$ cat config.mk
export PLATFORM = sky130hd
export DESIGN_NAME = crank_angle_decoder_ignition_flat
export DESIGN_NICKNAME = d
export VERILOG_FILES = /design/src/cad_pkg.sv /design/src/cad_if.sv /design/src/cad_div.sv /design/src/cad_win.sv /design/src/crank_angle_decoder_ignition.sv /design/src/flat_wrapper.sv
export SDC_FILE = /design/constraint.sdc
export NUM_CORES = 2
export LEC_CHECK = 0
export ABC_AREA = 1
export BUFFER_PORTS_ARGS = -buffer_cell sky130_fd_sc_hd__buf_4
export CAP_MARGIN = 15
export CORE_UTILIZATION = 25
export CTS_CLUSTER_DIAMETER = 40
export DETAILED_ROUTE_END_ITERATION = 6
export HOLD_SLACK_MARGIN = 0.1
export PLACE_DENSITY_LB_ADDON = 0.15
export SYNTH_ARGS = -nofsm -noshare
export SYNTH_HDL_FRONTEND = slang
export SYNTH_HIERARCHICAL = 1
export SYNTH_SLANG_ARGS = --single-unit
$ cat constraint.sdc
create_clock -name i_clk -period 13.45 [get_ports i_clk]
set_input_delay 2.69 -clock i_clk [delete_from_list [all_inputs] [get_ports i_clk]]
set_output_delay 2.69 -clock i_clk [all_outputs]
set_load 0.05 [all_outputs]
$ cat src/cad_pkg.sv
// ----------------------------------------------------------------------------
// Crank angle decoder package
// Shared widths, angle constants and the state type of the sequencer.
// ----------------------------------------------------------------------------
package cad_pkg;

    localparam int TIME_BITS     = 32;
    localparam int TEETH_PER_REV = 36;
    localparam int ANGLE_BITS    = 20;
    localparam int SPAN_BITS     = 13;
    localparam int PROD_BITS     = TIME_BITS + SPAN_BITS;
    localparam int QUO_BITS      = ANGLE_BITS + 1;
    localparam int CNT_BITS      = $clog2(QUO_BITS);
    localparam int TOOTH_BITS    = 6;
    localparam int COIL_COUNT    = 4;

    localparam logic [SPAN_BITS-1:0]  HALF_SPAN  = SPAN_BITS'(5000);
    localparam logic [QUO_BITS-1:0]   TOOTH_SPAN = QUO_BITS'(10000);
    localparam logic [QUO_BITS-1:0]   REV_SPAN   = QUO_BITS'(TEETH_PER_REV * 10000);
    localparam logic [ANGLE_BITS-1:0] ANGLE_MAX  = '1;

    localparam logic [ANGLE_BITS-1:0] WIN_ONE_HI   = ANGLE_BITS'(5000);
    localparam logic [ANGLE_BITS-1:0] WIN_TWO_LO   = ANGLE_BITS'(540000);
    localparam logic [ANGLE_BITS-1:0] WIN_TWO_HI   = ANGLE_BITS'(545000);
    localparam logic [ANGLE_BITS-1:0] WIN_THREE_LO = ANGLE_BITS'(180000);
    localparam logic [ANGLE_BITS-1:0] WIN_THREE_HI = ANGLE_BITS'(185000);
    localparam logic [ANGLE_BITS-1:0] WIN_FOUR_LO  = ANGLE_BITS'(360000);
    localparam logic [ANGLE_BITS-1:0] WIN_FOUR_HI  = ANGLE_BITS'(365000);

    typedef enum logic [2:0] {
        ST_IDLE,
        ST_EVAL,
        ST_MUL,
        ST_LOAD,
        ST_DIV,
        ST_SUM,
        ST_WIN,
        ST_FIN
    } t_state;

    typedef logic [COIL_COUNT-1:0] t_coils;

    // Angle at the start of the given tooth within the 720 degree cycle.
    function automatic logic [QUO_BITS-1:0] base_angle(
        input logic                  half,
        input logic [TOOTH_BITS-1:0] tooth
    );
        logic [QUO_BITS-1:0] rev;
        logic [QUO_BITS-1:0] teeth;
        rev   = half ? REV_SPAN : '0;
        teeth = QUO_BITS'(QUO_BITS'(tooth) * TOOTH_SPAN);
        return rev + teeth;
    endfunction

endpackage

$ cat src/cad_if.sv
// ----------------------------------------------------------------------------
// Crank angle decoder channels
// Sample channel and result channel, each with valid, ready and a word.
// ----------------------------------------------------------------------------
interface cad_in_if;
    import cad_pkg::*;

    logic                 valid;
    logic                 ready;
    logic [TIME_BITS-1:0] sample_time;
    logic                 sensor_level;

    modport source (output valid, output sample_time, output sensor_level, input ready);
    modport sink   (input valid, input sample_time, input sensor_level, output ready);
endinterface

interface cad_out_if;
    import cad_pkg::*;

    logic                  valid;
    logic                  ready;
    logic [ANGLE_BITS-1:0] angle;
    logic                  coil_one;
    logic                  coil_two;
    logic                  coil_three;
    logic                  coil_four;
    logic                  locked;
    logic                  zero_marker;

    modport source (
        output valid, output angle, output coil_one, output coil_two,
        output coil_three, output coil_four, output locked, output zero_marker,
        input  ready
    );
    modport sink (
        input  valid, input angle, input coil_one, input coil_two,
        input  coil_three, input coil_four, input locked, input zero_marker,
        output ready
    );
endinterface

$ cat src/cad_div.sv
// ----------------------------------------------------------------------------
// Crank angle decoder divider
// Restoring divider, one quotient bit per cycle, saturating quotient.
// ----------------------------------------------------------------------------
module cad_div (
    input  logic                          i_clk,
    input  logic                          i_rst_n,
    input  logic                          i_start,
    input  logic [cad_pkg::PROD_BITS-1:0] i_dividend,
    input  logic [cad_pkg::TIME_BITS-1:0] i_divisor,
    output logic                          o_done,
    output logic [cad_pkg::QUO_BITS-1:0]  o_quotient
);
    import cad_pkg::*;

    logic                  r_busy;
    logic                  r_done;
    logic [CNT_BITS-1:0]   r_cnt;
    logic [TIME_BITS-1:0]  r_rem;
    logic [QUO_BITS-1:0]   r_low;
    logic [QUO_BITS-1:0]   r_quo;
    logic [TIME_BITS-1:0]  r_den;

    logic [TIME_BITS:0]    hi_part;
    logic [TIME_BITS:0]    rem_shift;
    logic [TIME_BITS-1:0]  rem_diff;
    logic                  quo_bit;

    assign hi_part   = (TIME_BITS + 1)'(i_dividend[PROD_BITS-1:QUO_BITS]);
    assign rem_shift = {r_rem, r_low[QUO_BITS-1]};
    assign rem_diff  = rem_shift[TIME_BITS-1:0] - r_den;
    assign quo_bit   = (rem_shift >= {1'b0, r_den});

    always_ff @(posedge i_clk) begin
        if (!i_rst_n) begin
            r_busy <= 1'b0;
            r_done <= 1'b0;
            r_cnt  <= '0;
        end else begin
            r_done <= 1'b0;
            if (i_start) begin
                r_cnt <= '0;
                if (i_divisor == '0) begin
                    r_done <= 1'b1;
                end else if (hi_part >= {1'b0, i_divisor}) begin
                    r_done <= 1'b1;
                end else begin
                    r_busy <= 1'b1;
                end
            end else if (r_busy) begin
                r_cnt <= r_cnt + 1'b1;
                if (r_cnt == CNT_BITS'(QUO_BITS - 1)) begin
                    r_busy <= 1'b0;
                    r_done <= 1'b1;
                end
            end
        end
    end

    always_ff @(posedge i_clk) begin
        if (i_start) begin
            r_den <= i_divisor;
            r_rem <= hi_part[TIME_BITS-1:0];
            r_low <= i_dividend[QUO_BITS-1:0];
            if (i_divisor == '0) begin
                r_quo <= '0;
            end else if (hi_part >= {1'b0, i_divisor}) begin
                r_quo <= '1;
            end else begin
                r_quo <= '0;
            end
        end else if (r_busy) begin
            r_rem <= quo_bit ? rem_diff : rem_shift[TIME_BITS-1:0];
            r_low <= {r_low[QUO_BITS-2:0], 1'b0};
            r_quo <= {r_quo[QUO_BITS-2:0], quo_bit};
        end
    end

    assign o_done     = r_done;
    assign o_quotient = r_quo;

endmodule

$ cat src/cad_win.sv
// ----------------------------------------------------------------------------
// Crank angle decoder coil windows
// Decodes the four ignition coil windows from the crank angle.
// ----------------------------------------------------------------------------
module cad_win (
    input  logic [cad_pkg::ANGLE_BITS-1:0] i_angle,
    output cad_pkg::t_coils                o_coils
);
    import cad_pkg::*;

    always_comb begin
        o_coils    = '0;
        o_coils[0] = (i_angle <= WIN_ONE_HI);
        o_coils[1] = (i_angle >= WIN_TWO_LO) && (i_angle <= WIN_TWO_HI);
        o_coils[2] = (i_angle >= WIN_THREE_LO) && (i_angle <= WIN_THREE_HI);
        o_coils[3] = (i_angle >= WIN_FOUR_LO) && (i_angle <= WIN_FOUR_HI);
    end

endmodule

$ cat src/crank_angle_decoder_ignition.sv
// ----------------------------------------------------------------------------
// Crank angle decoder with ignition windows
// Missing-tooth trigger decoder with angle interpolation and coil windows.
//
// The sample channel takes one word per sensor sample: a microsecond time
// and the sensor level. The result channel gives one word per sample: the
// angle in thousandths of a degree over the 720 degree cycle, four coil
// window bits, the lock flag and a marker for angle zero.
// A sample is taken only while the sequencer is idle. A sample before lock
// passes through the evaluate and finish states to the result register, a
// sample with an edge after lock through evaluate, window and finish. A
// sample between edges after lock is interpolated: a multiply state and a
// load state, then the restoring divider, which yields one quotient bit per
// cycle; a zero or overflowing ratio finishes the divider at once. The sum,
// window and finish states follow. The sequencer returns to idle as the
// result register loads, so a new sample waits until the last one is done.
// The result sits in an output register; a new sample is accepted while it
// waits, and the sequencer holds its finished result until that register is
// free. Reset clears the lock, the tooth count, the stored edge times, the
// angle and the coils, and empties the output register.
// ----------------------------------------------------------------------------
module crank_angle_decoder_ignition (
    input  logic      i_clk,
    input  logic      i_rst_n,
    cad_in_if.sink    i_smp,
    cad_out_if.source o_res
);
    import cad_pkg::*;

    t_state r_state;
    t_state n_state;

    logic                  r_locked;
    logic                  r_last;
    logic [TOOTH_BITS-1:0] r_tooth;
    logic                  r_half;
    logic [TIME_BITS-1:0]  r_rise;
    logic [TIME_BITS-1:0]  r_fall;
    logic [ANGLE_BITS-1:0] r_angle;
    t_coils                r_coil;
    logic                  r_marker;

    logic [TIME_BITS-1:0]  r_now;
    logic                  r_lvl;
    logic [TIME_BITS-1:0]  r_num;
    logic [TIME_BITS-1:0]  r_den;
    logic [QUO_BITS-1:0]   r_base;
    logic [PROD_BITS-1:0]  r_prod;

    logic                  r_out_valid;
    logic [ANGLE_BITS-1:0] r_out_angle;
    t_coils                r_out_coil;
    logic                  r_out_locked;
    logic                  r_out_marker;

    logic                  fall_edge;
    logic                  rise_edge;
    logic [TOOTH_BITS-1:0] tooth_inc;
    logic                  tooth_wrap;
    logic [TOOTH_BITS-1:0] tooth_next;
    logic                  half_next;
    logic [QUO_BITS-1:0]   base_cur;
    logic [QUO_BITS-1:0]   base_new;
    logic [TIME_BITS-1:0]  gap;
    logic [TIME_BITS-1:0]  high_time;
    logic                  lock_hit;
    logic [QUO_BITS:0]     angle_sum;
    logic [ANGLE_BITS-1:0] angle_sat;
    logic                  div_start;
    logic                  div_done;
    logic [QUO_BITS-1:0]   div_quo;
    logic                  out_free;
    t_coils                win_coils;

    assign fall_edge  = r_last && !r_lvl;
    assign rise_edge  = !r_last && r_lvl;
    assign tooth_inc  = r_tooth + 1'b1;
    assign tooth_wrap = (tooth_inc == TOOTH_BITS'(TEETH_PER_REV));
    assign tooth_next = tooth_wrap ? '0 : tooth_inc;
    assign half_next  = r_half ^ tooth_wrap;
    assign base_cur   = base_angle(r_half, r_tooth);
    assign base_new   = base_angle(half_next, tooth_next);
    assign gap        = r_now - r_fall;
    assign high_time  = r_fall - r_rise;
    assign lock_hit   = (r_rise != '0) && (r_fall != '0)
                      && ({1'b0, gap} > {high_time, 1'b0});
    assign angle_sum  = {1'b0, r_base} + {1'b0, div_quo};
    assign angle_sat  = (angle_sum > (QUO_BITS + 1)'(ANGLE_MAX)) ? ANGLE_MAX
                      : angle_sum[ANGLE_BITS-1:0];
    assign out_free   = !r_out_valid || o_res.ready;

    cad_div u_div (
        .i_clk      (i_clk),
        .i_rst_n    (i_rst_n),
        .i_start    (div_start),
        .i_dividend (r_prod),
        .i_divisor  (r_den),
        .o_done     (div_done),
        .o_quotient (div_quo)
    );

    cad_win u_win (
        .i_angle (r_angle),
        .o_coils (win_coils)
    );

    always_comb begin
        n_state = r_state;
        unique case (r_state)
            ST_IDLE: begin
                if (i_smp.valid) begin
                    n_state = ST_EVAL;
                end
            end
            ST_EVAL: begin
                if (!r_locked) begin
                    n_state = ST_FIN;
                end else if (fall_edge || rise_edge) begin
                    n_state = ST_WIN;
                end else begin
                    n_state = ST_MUL;
                end
            end
            ST_MUL:  n_state = ST_LOAD;
            ST_LOAD: n_state = ST_DIV;
            ST_DIV: begin
                if (div_done) begin
                    n_state = ST_SUM;
                end
            end
            ST_SUM:  n_state = ST_WIN;
            ST_WIN:  n_state = ST_FIN;
            ST_FIN: begin
                if (out_free) begin
                    n_state = ST_IDLE;
                end
            end
            default: n_state = ST_IDLE;
        endcase
    end

    always_comb begin
        i_smp.ready = 1'b0;
        div_start   = 1'b0;
        unique case (r_state)
            ST_IDLE: i_smp.ready = 1'b1;
            ST_LOAD: div_start   = 1'b1;
            default: begin
                i_smp.ready = 1'b0;
                div_start   = 1'b0;
            end
        endcase
    end

    always_ff @(posedge i_clk) begin
        if (!i_rst_n) begin
            r_state  <= ST_IDLE;
            r_locked <= 1'b0;
            r_last   <= 1'b0;
            r_tooth  <= '0;
            r_half   <= 1'b0;
            r_rise   <= '0;
            r_fall   <= '0;
            r_angle  <= '0;
            r_coil   <= '0;
            r_marker <= 1'b0;
        end else begin
            r_state <= n_state;
            unique case (r_state)
                ST_EVAL: begin
                    if (!r_locked) begin
                        r_marker <= 1'b0;
                        if (fall_edge) begin
                            r_last <= 1'b0;
                            r_fall <= r_now;
                        end else if (rise_edge) begin
                            r_last <= 1'b1;
                            r_rise <= r_now;
                            if (lock_hit) begin
                                r_locked <= 1'b1;
                                r_angle  <= '0;
                                r_tooth  <= '0;
                            end
                        end
                    end else if (fall_edge) begin
                        r_last  <= 1'b0;
                        r_fall  <= r_now;
                        r_angle <= ANGLE_BITS'(base_cur + QUO_BITS'(HALF_SPAN));
                    end else if (rise_edge) begin
                        r_last  <= 1'b1;
                        r_rise  <= r_now;
                        r_tooth <= tooth_next;
                        r_half  <= half_next;
                        r_angle <= ANGLE_BITS'(base_new);
                    end
                end
                ST_SUM: r_angle <= angle_sat;
                ST_WIN: begin
                    r_coil   <= win_coils;
                    r_marker <= (r_angle == '0);
                end
                default: r_last <= r_last;
            endcase
        end
    end

    always_ff @(posedge i_clk) begin
        if (r_state == ST_IDLE && i_smp.valid) begin
            r_now <= i_smp.sample_time;
            r_lvl <= i_smp.sensor_level;
        end
        if (r_state == ST_EVAL) begin
            if (r_rise > r_fall) begin
                r_num  <= r_now - r_rise;
                r_den  <= r_rise - r_fall;
                r_base <= base_cur;
            end else begin
                r_num  <= r_now - r_fall;
                r_den  <= r_fall - r_rise;
                r_base <= base_cur + QUO_BITS'(HALF_SPAN);
            end
        end
        if (r_state == ST_MUL) begin
            r_prod <= PROD_BITS'(r_num) * PROD_BITS'(HALF_SPAN);
        end
    end

    always_ff @(posedge i_clk) begin
        if (!i_rst_n) begin
            r_out_valid <= 1'b0;
        end else if (r_state == ST_FIN && out_free) begin
            r_out_valid <= 1'b1;
        end else if (o_res.ready) begin
            r_out_valid <= 1'b0;
        end
    end

    always_ff @(posedge i_clk) begin
        if (r_state == ST_FIN && out_free) begin
            r_out_angle  <= r_angle;
            r_out_coil   <= r_coil;
            r_out_locked <= r_locked;
            r_out_marker <= r_marker;
        end
    end

    assign o_res.valid       = r_out_valid;
    assign o_res.angle       = r_out_angle;
    assign o_res.coil_one    = r_out_coil[0];
    assign o_res.coil_two    = r_out_coil[1];
    assign o_res.coil_three  = r_out_coil[2];
    assign o_res.coil_four   = r_out_coil[3];
    assign o_res.locked      = r_out_locked;
    assign o_res.zero_marker = r_out_marker;

endmodule

$ cat src/flat_wrapper.sv
// flat-port wrapper written by rule: the top's interface ports become plain ports
module crank_angle_decoder_ignition_flat import cad_pkg::*;
  (i_clk, i_rst_n, i_smp_valid, i_smp_sample_time, i_smp_sensor_level, i_smp_ready, o_res_valid, o_res_angle, o_res_coil_one, o_res_coil_two, o_res_coil_three, o_res_coil_four, o_res_locked, o_res_zero_marker, o_res_ready);
  cad_in_if i_smp_i ();
  cad_out_if o_res_i ();
  input  logic i_clk;
  input  logic i_rst_n;
  input wire logic [$bits(i_smp_i.valid)-1:0] i_smp_valid;
  input wire logic [$bits(i_smp_i.sample_time)-1:0] i_smp_sample_time;
  input wire logic [$bits(i_smp_i.sensor_level)-1:0] i_smp_sensor_level;
  output wire logic [$bits(i_smp_i.ready)-1:0] i_smp_ready;
  output wire logic [$bits(o_res_i.valid)-1:0] o_res_valid;
  output wire logic [$bits(o_res_i.angle)-1:0] o_res_angle;
  output wire logic [$bits(o_res_i.coil_one)-1:0] o_res_coil_one;
  output wire logic [$bits(o_res_i.coil_two)-1:0] o_res_coil_two;
  output wire logic [$bits(o_res_i.coil_three)-1:0] o_res_coil_three;
  output wire logic [$bits(o_res_i.coil_four)-1:0] o_res_coil_four;
  output wire logic [$bits(o_res_i.locked)-1:0] o_res_locked;
  output wire logic [$bits(o_res_i.zero_marker)-1:0] o_res_zero_marker;
  input wire logic [$bits(o_res_i.ready)-1:0] o_res_ready;
  assign i_smp_i.valid = i_smp_valid;
  assign i_smp_i.sample_time = i_smp_sample_time;
  assign i_smp_i.sensor_level = i_smp_sensor_level;
  assign i_smp_ready = i_smp_i.ready;
  assign o_res_valid = o_res_i.valid;
  assign o_res_angle = o_res_i.angle;
  assign o_res_coil_one = o_res_i.coil_one;
  assign o_res_coil_two = o_res_i.coil_two;
  assign o_res_coil_three = o_res_i.coil_three;
  assign o_res_coil_four = o_res_i.coil_four;
  assign o_res_locked = o_res_i.locked;
  assign o_res_zero_marker = o_res_i.zero_marker;
  assign o_res_i.ready = o_res_ready;
  crank_angle_decoder_ignition u_core (.i_clk(i_clk), .i_rst_n(i_rst_n), .i_smp(i_smp_i), .o_res(o_res_i));
endmodule
==> impl_metrics.tcl <==
set metrics [dict create \
    status "finished, final reports clean" \
    cts_tree "built" \
    gr-total-overflow 0 \
    ys.flop_type "edfxtp_1" \
    fp-row-count 139 \
    numClockSinks 398 \
    arrival_ns 6.54 \
    fin_crit_sh_pct 44.38 \
    postLayoutCoreUtil_pct 29.11 \
    finalSetupTns_ns 0 \
    cp_slowest_cell "dfxtp_1" \
    worst_setup_path_end_kind "flop" \
    worst_pin_slew_ns 1.052 \
    cp_max_fo 10 \
    final_cell_mix "1007 x nand2_1, 816 x inv_1, 422 x ha_1, 401 x a21oi_1, 322 x nor2_1" \
    cap_violations 0 \
    finalClockSkew_ns 0.04526 \
    vias_per_cell 4.473 \
    die_area_um2 146400 \
    finalHoldViolCount 0 \
    synthArstFlopShare_pct 0 \
    nets 5357 \
    initialDrtViolationCount 1646 \
    max_stage_delay_ns 0.56 \
    criticalPathCategory "reg -> reg" \
    via_count 30310 \
    slew_viol_final 0 \
    cts_resized 0 \
    wire_per_inst_um 16.95 \
    start_util_pct 25.22 \
    fp.dieW_um 382.7 \
    htree_levels 3 \
    rsz0062_at_grt "false" \
    synth_cells 4717 \
    cts_buffers 93 \
    nFillCells 15770 \
    die_y_um 382.7 \
    wirelength_mm 114.9 \
    first_pass_iters 6 \
    drive_gt1_share_pct 7.738 \
    core_area_um2 143700 \
    place_hpwl_mm 94.72 \
    port_buffers 64 \
    cp-start-kind "flop" \
    pin_count 65 \
    timing.fmax_mhz 167.5 \
    syn2layout_area_growth_pct 15.43 \
    synth_area_um2 36220 \
    routabilityCongestion 0.9142 \
    final_common_cell "nand2_1" \
    antenna_found_initial 3 \
    cp_common_cell "nand2_1" \
    cts_setup_buffers 0 \
    drc 0 \
    antenna_left 0 \
    avgSynthCellArea_um2 7.679 \
    cts_root_buf "clkbuf_16" \
    grt_usage_pct 15.71 \
    synth-seq-cells 398 \
    critPathRequiredTime_ns 14.02 \
    hp-class "reg -> reg" \
    hold_buffers 0 \
    grt_max_degree 75 \
    first_global_vias 30640 \
    clk_pin_slew_worst_paths_ns 0.05 \
    max-clock-path-buffers 3 \
    synth_edf_count 281 \
    grt_pass1_wl_mm 178.8 \
    fin_crit_ns 5.969 \
    relSlewSlack_pct 29.19 \
    ys_types 67 \
    setup_viol 0 \
    yosysSeqAreaShare_pct 29.76 \
    clk_latency_ns 0.70 \
    yosysWarnings 6 \
]
metal layers:
layer	part of all wire [%]	vias up	routed length [um]	GRT usage (%)
met1	51	13950	58280	22.32
met4	2.5	0	2839	4.963
li1	-	15680	-	-
met3	3.5	161	4073	2.017
met5	0	-	0	0
met2	43	517	49670	24.47
worst max-delay path: cells and delay by family (launching register included):
kind / cells / cell delay [ns]
XOR/XNOR: 3 / 0.78
AND/OR/NAND/NOR: 17 / 1.53
buffers and inverters: 6 / 0.50
adder cells (fa/ha/maj): 6 / 1.93
AO/OA/AOI/OAI: 2 / 0.54
flip-flops: 1 / 0.56
synthesized netlist by cell type (all sizes together) (19+ instances only):
master	instances	share of area [%]
o21ai	316	4.4
a21oi	412	5.8
a21o	24	0.50
nand3b	30	0.62
o21a	19	0.39
ha	422	15
clkbuf	39	0.41
xor2	115	2.8
edfxtp	281	23
buf	60	1.3
fa	103	5.7
dfxtp	117	6.5
inv	836	8.7
nor4	25	0.47
nor2	352	4.0
nand4	67	1.2
nand3	194	2.9
xnor2	87	2.1
nor3	46	0.67
a31oi	22	0.38
nand2	1054	11
cell type report:
| class | instances | area (um^2) | share of cell area [%] |
|---|---|---|---|
| multi-input cells | 3385 | 21730 | 51.98 |
| flip-flops and latches | 398 | 10780 | 25.78 |
| inverters | 837 | 3142 | 7.514 |
| clock buffers | 110 | 2475 | 5.919 |
| well taps | 1903 | 2381 | 5.695 |
| clock inverters | 62 | 695.7 | 1.664 |
| repair buffers | 80 | 600.6 | 1.436 |
| diodes | 2 | 5.005 | 0.01197 |
final timing paths:
kind                                         from                     end  slack [ns]  cells after the start
worst max-delay path            u_core/r_tooth[2]      u_core/r_angle[19]        7.48                     34
worst min-delay path             u_core/r_den[29]  u_core/u_div/r_den[29]        0.45                      0
worst max register to register  u_core/r_tooth[2]      u_core/r_angle[19]        7.48                     34
worst min register to register   u_core/r_den[29]  u_core/u_div/r_den[29]        0.45                      0
registers in the layout (all words and copies together) (netlist names), 5 cells and up:
| signal | count |
|---|---|
| u_core/u_div/o_quotient | 21 |
| u_core/r_prod | 42 |
| u_core/r_rise | 32 |
| u_core/o_res.angle | 20 |
| u_core/r_den | 32 |
| u_core/r_num | 32 |
| u_core/r_fall | 32 |
| u_core/r_now | 32 |
| u_core/u_div/r_rem | 32 |
| u_core/r_base | 18 |
| u_core/u_div/r_cnt | 5 |
| u_core/u_div/r_den | 32 |
| u_core/r_angle | 20 |
| u_core/u_div/r_low | 21 |
| u_core/r_tooth | 6 |
kinds of logic after synthesis:
group           synth area share, %
buf+inv                       10.35
mux                         0.02763
flops                         29.76
xor+xnor                      4.884
other cells                 0.01035
simple gates                  21.56
fa+ha+maj                     20.27
compound gates                13.14
through the flow:
| step | instance area, um^2 | setup WS [ns] | hold slack, ns | instances |
|---|---|---|---|---|
| global route | 41810 | 6.805 | 0.4570 | 6775 |
| detailed placement | 38640 | 7.444 | 0.4216 | 6603 |
| floorplan | 36230 | 7.953 | 0.4030 | 4719 |
| finish | 41810 | 7.481 | 0.4550 | 6777 |
| global placement | 38640 | 7.401 | 0.4314 | 6603 |
| CTS | 41810 | 7.427 | 0.4466 | 6775 |
Power is not shown: default switching activity piles up to over one toggle a cycle in this logic, so the estimate is an artifact.
